`config.mk`:
```
export PLATFORM = sky130hd
export DESIGN_NAME = isolated_point_filter
export DESIGN_NICKNAME = d
export VERILOG_FILES = /design/src/rtl/ipf_pkg.sv /design/src/rtl/isolated_point_filter.sv /design/src/rtl/ipf_ram.sv /design/src/rtl/ipf_dist_unit.sv
export SDC_FILE = /design/constraint.sdc
export NUM_CORES = 2
export LEC_CHECK = 0
export ABC_AREA = 1
export BUFFER_PORTS_ARGS = -buffer_cell sky130_fd_sc_hd__buf_2
export CORE_MARGIN = 2
export CORE_UTILIZATION = 58
export CTS_CLUSTER_SIZE = 25
export DETAILED_ROUTE_END_ITERATION = 12
export PLACE_DENSITY = 0.77
export SYNTH_ARGS = -nofsm -noshare
export SYNTH_HDL_FRONTEND = slang
export SYNTH_SLANG_ARGS = --single-unit
```
`constraint.sdc`:
```
create_clock -name clk -period 5.7 [get_ports clk]
set_input_delay 1.14 -clock clk [delete_from_list [all_inputs] [get_ports clk]]
set_output_delay 1.14 -clock clk [all_outputs]
set_load 0.01 [all_outputs]
```
`src/rtl/ipf_pkg.sv`:
```
`default_nettype none

package ipf_pkg;

	localparam int MAX_POINTS_DEFAULT = 64;
	localparam int COORD_W = 16;
	localparam int RADIUS_W = 15;
	localparam int R2_W = 2 * RADIUS_W;
	localparam int INDEX_W = 6;
	localparam logic [RADIUS_W-1:0] RADIUS_RESET = 15'd200;
	localparam logic [R2_W-1:0] R2_RESET = R2_W'(RADIUS_RESET) * R2_W'(RADIUS_RESET);

	typedef struct packed {
		logic signed [COORD_W-1:0] point_x;
		logic signed [COORD_W-1:0] point_y;
		logic last_point;
	} in_item_t;

	typedef struct packed {
		logic signed [COORD_W-1:0] out_x;
		logic signed [COORD_W-1:0] out_y;
		logic [INDEX_W-1:0] point_index;
		logic none_kept;
		logic overflowed;
		logic last_result;
	} out_item_t;

	// One pair of points for the distance unit.
	typedef struct packed {
		logic valid;
		logic signed [COORD_W-1:0] a_x;
		logic signed [COORD_W-1:0] a_y;
		logic signed [COORD_W-1:0] b_x;
		logic signed [COORD_W-1:0] b_y;
	} dist_req_t;

	typedef struct packed {
		logic hit_valid;
		logic hit;
		logic busy;
	} dist_rsp_t;

endpackage

`default_nettype wire

```
`src/rtl/isolated_point_filter.sv`:
```
`default_nettype none

// Channel   Direction  Handshake                   Payload
// point     in         point_valid / point_ready   point  (in_item_t)
// result    out        result_valid / result_ready result (out_item_t)
// cfg       in         cfg_valid / cfg_ready       cfg_radius (15 bit)
//
// The transaction carrying last_point starts the neighbour check: every point is
// compared against every other stored point through the one distance unit, one
// pair a cycle from the single read port of the point memory, plus a short drain.
// Reset clears the control state only; the point memory needs no clearing pass.
// A stalled result transaction holds the check at its next kept point.

module isolated_point_filter import ipf_pkg::*; #(
	parameter int MAX_POINTS = MAX_POINTS_DEFAULT
) (
	input  wire logic                clk,
	input  wire logic                arst_n,
	input  wire logic                point_valid,
	output logic                     point_ready,
	input  wire in_item_t            point,
	output logic                     result_valid,
	input  wire logic                result_ready,
	output out_item_t                result,
	input  wire logic                cfg_valid,
	output logic                     cfg_ready,
	input  wire logic [RADIUS_W-1:0] cfg_radius
);

	localparam int AW = $clog2(MAX_POINTS);
	localparam int CW = $clog2(MAX_POINTS + 1);
	localparam logic [CW-1:0] FULL = CW'(MAX_POINTS);

	typedef enum logic [2:0] {
		ST_LOAD,
		ST_RD_I,
		ST_LAT_I,
		ST_SCAN,
		ST_DRAIN,
		ST_DECIDE,
		ST_FINISH
	} state_t;

	state_t state_q;

	// Squared radius, worked out once when the register is written.
	logic [R2_W-1:0] r2_q, r2_d;

	logic [CW-1:0] count_q;
	logic          ovf_q;
	logic [AW-1:0] i_q, j_q, last_idx;
	logic signed [COORD_W-1:0] xi_q, yi_q;
	logic          found_q;

	// The kept point waiting for the next one, so that the last of them can be
	// marked when the sweep ends.
	logic          pend_v_q;
	logic signed [COORD_W-1:0] pend_x_q, pend_y_q;
	logic [AW-1:0] pend_i_q;

	logic          rd_v_q, rd_self_q;
	logic          out_v_q;
	out_item_t     out_q;

	logic          accept, can_load, we, out_load;
	logic [AW-1:0] raddr;
	logic [2*COORD_W-1:0] rdata;
	dist_req_t     req;
	dist_rsp_t     rsp;

	assign r2_d = R2_W'(cfg_radius) * R2_W'(cfg_radius);
	assign cfg_ready = 1'b1;
	assign point_ready = (state_q == ST_LOAD);
	assign accept = point_valid && point_ready;
	assign we = accept && (count_q != FULL);
	assign raddr = (state_q == ST_SCAN) ? j_q : i_q;
	assign last_idx = AW'(count_q - CW'(1));
	assign can_load = !out_v_q || result_ready;
	// The output register takes a new result in this cycle.
	assign out_load = can_load && ((state_q == ST_FINISH)
		|| ((state_q == ST_DECIDE) && found_q && pend_v_q));
	assign result_valid = out_v_q;
	assign result = out_q;

	// Each candidate leaves the memory in the cycle after its address; a point is
	// never compared with itself.
	assign req.valid = rd_v_q && !rd_self_q;
	assign req.a_x = xi_q;
	assign req.a_y = yi_q;
	assign req.b_x = rdata[2*COORD_W-1:COORD_W];
	assign req.b_y = rdata[COORD_W-1:0];

	ipf_ram #(
		.WIDTH (2 * COORD_W),
		.DEPTH (MAX_POINTS)
	) u_points (
		.clk   (clk),
		.we    (we),
		.waddr (count_q[AW-1:0]),
		.wdata ({point.point_x, point.point_y}),
		.raddr (raddr),
		.rdata (rdata)
	);

	ipf_dist_unit u_dist (
		.clk    (clk),
		.arst_n (arst_n),
		.req    (req),
		.r2     (r2_q),
		.rsp    (rsp)
	);

	always_ff @(posedge clk or negedge arst_n) begin
		if (!arst_n) begin
			state_q <= ST_LOAD;
			r2_q <= R2_RESET;
			count_q <= '0;
			ovf_q <= 1'b0;
			i_q <= '0;
			j_q <= '0;
			xi_q <= '0;
			yi_q <= '0;
			found_q <= 1'b0;
			pend_v_q <= 1'b0;
			pend_x_q <= '0;
			pend_y_q <= '0;
			pend_i_q <= '0;
			rd_v_q <= 1'b0;
			rd_self_q <= 1'b0;
			out_v_q <= 1'b0;
			out_q <= '0;
		end else begin
			if (cfg_valid) begin
				r2_q <= r2_d;
			end
			if (out_v_q && result_ready && !out_load) begin
				out_v_q <= 1'b0;
			end
			rd_v_q <= (state_q == ST_SCAN);
			rd_self_q <= (j_q == i_q);
			if (rsp.hit_valid && rsp.hit) begin
				found_q <= 1'b1;
			end

			unique case (state_q)
				ST_LOAD: begin
					if (accept) begin
						if (count_q == FULL) begin
							ovf_q <= 1'b1;
						end else begin
							count_q <= count_q + CW'(1);
						end
						if (point.last_point) begin
							i_q <= '0;
							pend_v_q <= 1'b0;
							state_q <= ST_RD_I;
						end
					end
				end
				ST_RD_I: begin
					state_q <= ST_LAT_I;
				end
				ST_LAT_I: begin
					xi_q <= rdata[2*COORD_W-1:COORD_W];
					yi_q <= rdata[COORD_W-1:0];
					found_q <= 1'b0;
					j_q <= '0;
					state_q <= ST_SCAN;
				end
				ST_SCAN: begin
					if (j_q == last_idx) begin
						state_q <= ST_DRAIN;
					end else begin
						j_q <= j_q + AW'(1);
					end
				end
				ST_DRAIN: begin
					if (!rd_v_q && !rsp.busy) begin
						state_q <= ST_DECIDE;
					end
				end
				ST_DECIDE: begin
					if (!(found_q && pend_v_q && !can_load)) begin
						if (found_q) begin
							if (pend_v_q) begin
								out_v_q <= 1'b1;
								out_q.out_x <= pend_x_q;
								out_q.out_y <= pend_y_q;
								out_q.point_index <= INDEX_W'(pend_i_q);
								out_q.none_kept <= 1'b0;
								out_q.overflowed <= ovf_q;
								out_q.last_result <= 1'b0;
							end
							pend_v_q <= 1'b1;
							pend_x_q <= xi_q;
							pend_y_q <= yi_q;
							pend_i_q <= i_q;
						end
						if (i_q == last_idx) begin
							state_q <= ST_FINISH;
						end else begin
							i_q <= i_q + AW'(1);
							state_q <= ST_RD_I;
						end
					end
				end
				ST_FINISH: begin
					if (can_load) begin
						out_v_q <= 1'b1;
						out_q.overflowed <= ovf_q;
						out_q.last_result <= 1'b1;
						if (pend_v_q) begin
							out_q.out_x <= pend_x_q;
							out_q.out_y <= pend_y_q;
							out_q.point_index <= INDEX_W'(pend_i_q);
							out_q.none_kept <= 1'b0;
						end else begin
							out_q.out_x <= '0;
							out_q.out_y <= '0;
							out_q.point_index <= '0;
							out_q.none_kept <= 1'b1;
						end
						count_q <= '0;
						ovf_q <= 1'b0;
						pend_v_q <= 1'b0;
						state_q <= ST_LOAD;
					end
				end
				default: begin
					state_q <= ST_LOAD;
				end
			endcase
		end
	end

endmodule

`default_nettype wire

```
`src/rtl/ipf_ram.sv`:
```
`default_nettype none

module ipf_ram #(
	parameter int WIDTH = 32,
	parameter int DEPTH = 64
) (
	input  wire logic                     clk,
	input  wire logic                     we,
	input  wire logic [$clog2(DEPTH)-1:0] waddr,
	input  wire logic [WIDTH-1:0]         wdata,
	input  wire logic [$clog2(DEPTH)-1:0] raddr,
	output logic      [WIDTH-1:0]         rdata
);

	logic [WIDTH-1:0] mem_q [DEPTH];

	always_ff @(posedge clk) begin
		if (we) begin
			mem_q[waddr] <= wdata;
		end
		rdata <= mem_q[raddr];
	end

endmodule

`default_nettype wire

```
`src/rtl/ipf_dist_unit.sv`:
```
`default_nettype none

module ipf_dist_unit import ipf_pkg::*; (
	input  wire logic            clk,
	input  wire logic            arst_n,
	input  wire dist_req_t       req,
	input  wire logic [R2_W-1:0] r2,
	output dist_rsp_t            rsp
);

	logic signed [COORD_W:0] dx, dy;
	logic [COORD_W-1:0] ax, ay;

	logic v_s1, v_s2, v_s3;
	logic [COORD_W-1:0] ax_s1, ay_s1;
	logic [2*COORD_W-1:0] sx_s2, sy_s2;
	logic hit_s3;
	logic [2*COORD_W:0] sum;

	always_comb begin
		dx = (COORD_W+1)'(req.a_x) - (COORD_W+1)'(req.b_x);
		dy = (COORD_W+1)'(req.a_y) - (COORD_W+1)'(req.b_y);
		ax = dx[COORD_W] ? COORD_W'(-dx) : dx[COORD_W-1:0];
		ay = dy[COORD_W] ? COORD_W'(-dy) : dy[COORD_W-1:0];
		sum = (2*COORD_W+1)'(sx_s2) + (2*COORD_W+1)'(sy_s2);
	end

	always_ff @(posedge clk or negedge arst_n) begin
		if (!arst_n) begin
			v_s1 <= 1'b0;
			v_s2 <= 1'b0;
			v_s3 <= 1'b0;
		end else begin
			v_s1 <= req.valid;
			v_s2 <= v_s1;
			v_s3 <= v_s2;
		end
	end

	always_ff @(posedge clk) begin
		ax_s1 <= ax;
		ay_s1 <= ay;
		sx_s2 <= ax_s1 * ax_s1;
		sy_s2 <= ay_s1 * ay_s1;
		hit_s3 <= sum <= (2*COORD_W+1)'(r2);
	end

	assign rsp.hit_valid = v_s3;
	assign rsp.hit = hit_s3;
	assign rsp.busy = v_s1 | v_s2 | v_s3;

endmodule

`default_nettype wire

```
---- After elaboration in Yosys (flattened, before gate mapping) ----
Memory sizes are Yosys's and may differ from the RTL's. A register that Yosys moved wholly into a read port is not among the register bits.
Index checks and enable logic that the tools add are counted.
Widths: inputs -> output; s select.
storage, ports and cells
  bits in registers ....................... 269
  memory bits (writable) .................. 2048
  output and inout bits ................... 44
  word-level logic and storage cells ...... 152
  memories kept ........................... 1
operators by class
  $add $sub $neg .......................... 9
  multipliers ............................. 3
  $lt $le $gt $ge ......................... 1
  eq/ne operators ......................... 23
  multiplexer cells ....................... 47
  bitwise gates (word level) .............. 3
  reductions and logical operators ........ 35
memory list
  memory          depth  bits a word  rd ports  clocked after memory_dff  wr ports  RTL line       source
  u_points.mem_q  64     32           1         1                         1         ipf_ram.sv:15  logic [WIDTH-1:0] mem_q [DEPTH];
operators by type and width
  cell                 count
  $mux 41              4
  $pmux 41 s2          1
  $mul 16x16->32       2
  $mux 39              1
  $mux 6               6
  $sub 16x16->17       2
  $add 32x32->33       1
  $le 33x30->1         1
  $mux 16              2
  $neg 16->16          2
  $mul 15x15->30       1
  $pmux 6 s2           2
  $mux 3               7
  $mux 7               3
  $pmux 3 s7           1
  $eq 6x6->1           3
  $mux 1               16
  $ne 2x2->1 const B   8
  $pmux 7 s2           1
  $add 6x1->6 const B  2
  $logic_and 1x1->1    12
  $reduce_and 6->1     2
  $reduce_and 5->1     2
  $reduce_bool 2->1    5
  19 further kinds     34

---- Longest topological paths before layout ----
  depth in word-level cells ............... 12
  mapped depth ............................ 29

---- Hierarchy ----
From an unflattened synthesis, not the netlist that was laid out.
unflattened totals
  cells, all modules ...................... 11458
  area total of the unflattened synthesis .. 119103.0 sq um
modules (own cells, without submodules)
  module                 times used  cells an instance  area each (sq um)  seq. area each (sq um)
  ipf_ram                1           6769               82738.1            62139.6
  ipf_dist_unit          1           2969               22333.9            1976.9
  isolated_point_filter  1           1720               14031.0            4210.3

---- Worst setup path after synthesis ----
OpenSTA, ideal clock, no wires.
  path type ............................... in2reg
  start ................................... in cfg_radius[12]
  end ..................................... reg r2_q[24]
  arrival ................................. 6.232 ns
  required time ........................... 5.582 ns
  slack ................................... -0.650 ns
  stages .................................. 21
  cells stage by stage .................... clkbuf_1 > clkbuf_1 > nand2_1 > fa_1 > fa_1 > inv_1 > fa_1 > fa_1 > fa_1 > inv_1 > fa_1 > inv_1 > ha_1 > a21oi_1 > o21ai_0 > a21oi_1 > nand3_1 > a21o_1 > or2_2 > nand3_1 > nand2_1
on the way
  cells in the longest elaborated chain, start to end .. 1
ends and longest elaborated chain
  element               RTL line                      source
  start, declared       isolated_point_filter.sv:27   input wire logic [RADIUS_W-1:0] cfg_radius
  $mul 15x15->30        isolated_point_filter.sv:71   assign r2_d = R2_W'(cfg_radius) * R2_W'(cfg_radius);
  end signal, assigned  isolated_point_filter.sv:134  r2_q <= r2_d;
  end, declared         isolated_point_filter.sv:47   logic [R2_W-1:0] r2_q, r2_d;
Every way passes these cells.
A chain may end at the register's enable or synchronous reset.

---- Worst setup path after layout ----
  start ................................... reg u_dist.ax_s1[1]
  end ..................................... reg u_dist.sx_s2[29]
on the way
  cells in the longest elaborated chain, start to end .. 1
ends and longest elaborated chain
  element                 RTL line             source
  start, declared         ipf_dist_unit.sv:15  logic [COORD_W-1:0] ax_s1, ay_s1;
  start signal, assigned  ipf_dist_unit.sv:41  ax_s1 <= ax;
  $mul 16x16->32          ipf_dist_unit.sv:43  sx_s2 <= ax_s1 * ax_s1;
  end signal, assigned    ipf_dist_unit.sv:43
  end, declared           ipf_dist_unit.sv:16  logic [2*COORD_W-1:0] sx_s2, sy_s2;
Every way passes these cells.

==> run_results.csv <==
group,metric,value,unit
cells_and_area,final_cells,14182,
routing,drc,0,
outcome,status,"finished clean",
cells_and_area,syn_to_final_growth,10.50,%
floorplanning,ioPinCount,97,
placement,place_inst,13765,
clocking,hold_buffers,0,
global_route,gr-usage-met1,37.93,%
worst_setup_path,slowest_delay,0.57,ns
routing,first_pass_iters,7,
worst_setup_path,crit_top_cell,"fa_1",
timing,rsz0062_at_grt,"true",
timing,hold_viol_final,0,
yosys,ys.flop_type,"edfxtp_1",
yosys,synth_top_cell_by_area,"edfxtp_1",
worst_setup_path,path_cells,"nand2_1 -> fa_1 -> fa_1 -> inv_1 -> fa_1 -> inv_1 -> fa_1 -> fa_1 -> fa_1 -> inv_1 -> ha_1 -> a21oi_1 -> o21ai_0 -> a21oi_1 -> nand3_1 -> nand3_1 -> o211ai_1 -> xor2_1",
global_route,grt_remaining_overflow,0,
global_route,gr-usage-all-layers,28.79,%
worst_setup_path,arrival,6.22,ns
routing,routedWlPerCell,21.41,µm
cells_and_area,drive_gt1_share,8.582,%
clocking,clockRootBuffer,"clkbuf_16",
placement,dpl_cell_area,0.1239,mm²
timing,fin_crit_sh,97.39,%
yosys,synth_seq_cells,2346,
floorplanning,coreArea,0.2042,mm²
yosys,netlist_instances,11199,
clocking,clk_pin_slew,0.07,ns
clocking,cts.sinks,2346,
clocking,cts_buffers,222,
worst_setup_path,start_kind,"flop",
routing,totalWireLength,303.6,mm
yosys,avgSynthCellArea,10.62,µm²
worst_setup_path,cp.required,6.37,ns
worst_setup_path,cp_slowest_cell,"fa_1",
yosys,synth_top_cells_by_area,"edfxtp_1 52%, fa_1 7.8%, inv_1 5.7%",
global_route,grt_max_degree,206,
worst_setup_path,worst-setup-path-type,"reg -> reg",
placement,place.gp.congestion,0.9099,
routing,num_vias,83462,
global_route,antenna_found_initial,14,
yosys,synth_most_common_cell,"edfxtp_1",
routing,viasPerCell,5.885,
timing,fmax,180.1,MHz
clocking,cts_tree,"built",
placement,io_buffers,95,
worst_setup_path,crit_buf_inv,3,
floorplanning,dieArea,0.2088,mm²
cells_and_area,fillers,15064,
cells_and_area,nNetsFinal,12208,
placement,hpwl,188.7,mm
routing,ant_nets,0,
timing,fin_setup_tns,0,ns
timing,setup_violations,0,
clocking,clock_latency,0.89,ns
yosys,synth_area,0.1190,mm²
worst_hold_path,hp-class,"in -> async",
worst_setup_path,path_delay_family,"adder cells",
worst_setup_path,crit_path_end_kind,"flop",
global_route,grtUsageMet3,5.698,%
yosys,ys_top_cells_by_count,"2,048 x edfxtp_1, 1,799 x inv_1, 1,779 x nand2_1",
cells_and_area,post-route-util,64.39,%
timing,final.min_clock_period,5.552,ns
global_route,busiest_layer,"met2",
floorplanning,start_util,58.27,%
cells_and_area,post-route-cell-area,0.1315,mm²
yosys,async_flop_share,7.289,%
timing,tightestPinTransition,1.302,ns
yosys,yosysWarnings,0,
floorplanning,rows,166,
worst_setup_path,cp_max_fo,7,
global_route,grt_pass1_wl,468.2,mm
timing,slew_headroom,13.21,%
yosys,synth_seq_area_share,57.43,%
floorplanning,die_h,456.9,µm
yosys,synth_top_area_share,51.69,%
routing,drt_iter0_drc,10646,
global_route,grt_use_met2,47.76,%
yosys,synth_cell_type_count,57,
timing,slew_violations,0,
global_route,grt_pass1_vias,82554,
clocking,cts_buffer_depth,3,
flow_run,maxCapViolations,0,
yosys,syn-num-nets,12106,
floorplanning,die_w,456.9,µm
timing,fin_skew,0.09198,ns
yosys,synth_edf_count,2048,
clocking,h-tree-depth,4,
==> final timing paths <==
| kind | start | to | slack, ns | cells after the start |
|---|---|---|---|---|
| max reg2reg | u_dist.ax_s1[1] | u_dist.sx_s2[29] | 0.15 | 18 |
| min reg2reg | u_dist.v_s1 | u_dist.v_s2 | 0.38 | 0 |
| max | u_dist.ax_s1[1] | u_dist.sx_s2[29] | 0.15 | 18 |
| min | arst_n | r2_q[22] | 0.37 | 1 |
| max in group asynchronous | arst_n | pend_x_q[7] | 4.07 | 2 |
| min in group clk | u_dist.v_s1 | u_dist.v_s2 | 0.38 | 0 |
==> worst reg2reg max path, stage by stage (launching register included) <==
cell and delay (ns):
dfxtp_1 0.52, nand2_1 0.13, fa_1 0.54, fa_1 0.57, inv_1 0.05, fa_1 0.51, inv_1 0.06, fa_1 0.55
fa_1 0.43, fa_1 0.49, inv_1 0.04, ha_1 0.31, a21oi_1 0.28, o21ai_0 0.14, a21oi_1 0.20, nand3_1 0.19
nand3_1 0.12, o211ai_1 0.10, xor2_1 0.16
==> metal layers <==
metal / part of all wire, % / wire (µm) / vias to the layer above
li1: - / - / 37842
met1: 38 / 115400 / 40464
met2: 48 / 146500 / 4398
met3: 10 / 30580 / 744
met4: 3.6 / 11010 / 14
met5: 0.027 / 81 / -
==> state kept, by name, summed over array words and instances, names as in the netlist, 3 cells and up <==
name and flops:
u_points.mem_q 2048, result 41, u_points.rdata 32, u_dist.sx_s2 31, u_dist.sy_s2 31, r2_q 29
pend_x_q 16, pend_y_q 16, u_dist.ax_s1 16, u_dist.ay_s1 16, xi_q 16, yi_q 16
count_q 7, i_q 6, j_q 6, pend_i_q 6, state_q 3
==> cells by family after synthesis <==
kind of cell,synth area share (%)
muxes,0.2934
other,0.003152
and+or+nand+nor,12.81
DFF,57.43
AOI/OAI and AO/OA,8.471
xor gates and xnor gates,1.200
buffers and inverters,7.877
adders and majority gates,11.92
==> stage by stage <==
stage                     setup slack, ns  hold slack (ns)
after floorplan                   -0.1909           0.3290
after global placement            -0.6203           0.3616
after detailed placement          -0.6034           0.3654
after CTS                         0.01529           0.3773
after global routing             -0.04100           0.3939
final                              0.1485           0.3715
==> what timing repair did <==
| action | 4_1_cts | 5_1_grt |
|---|---|---|
| resized for setup | 2 | 78 |
| pin swaps | 0 | 3 |
| gates cloned | 0 | 0 |
| setup endpoints to repair | 2 | 39 |
| buffers inserted | 0 | 0 |
==> cells in the final DEF (no fill, tap or decap), types with 48 or more instances in the layout <==
master	instances
a21oi_1	546
buf_2	88
buf_4	305
clkbuf_1	54
clkbuf_16	223
clkinv_1	48
dfrtp_1	166
dfxtp_1	101
edfxtp_1	2048
fa_1	459
ha_1	373
inv_1	1792
nand2_1	1770
nand3_1	1273
nor2_1	279
nor2_4	65
o211ai_1	135
o21ai_0	1000
o21ai_1	128
xnor2_1	51
xor2_1	110
==> final cells by class <==
| type | count | area, µm² | area share, % |
|---|---|---|---|
| flip-flops and latches | 2346 | 68370 | 52.01 |
| clock inverters | 129 | 1453 | 1.105 |
| multi-input cells | 6489 | 42140 | 32.06 |
| clock buffers | 283 | 5857 | 4.455 |
| inverters | 1807 | 6805 | 5.177 |
| diodes | 5 | 12.51 | 0.009518 |
| well taps | 2688 | 3363 | 2.558 |
| repair buffers | 435 | 3455 | 2.628 |
Power is not shown: default switching activity piles up to over one toggle a cycle in this logic, so the estimate is an artifact.
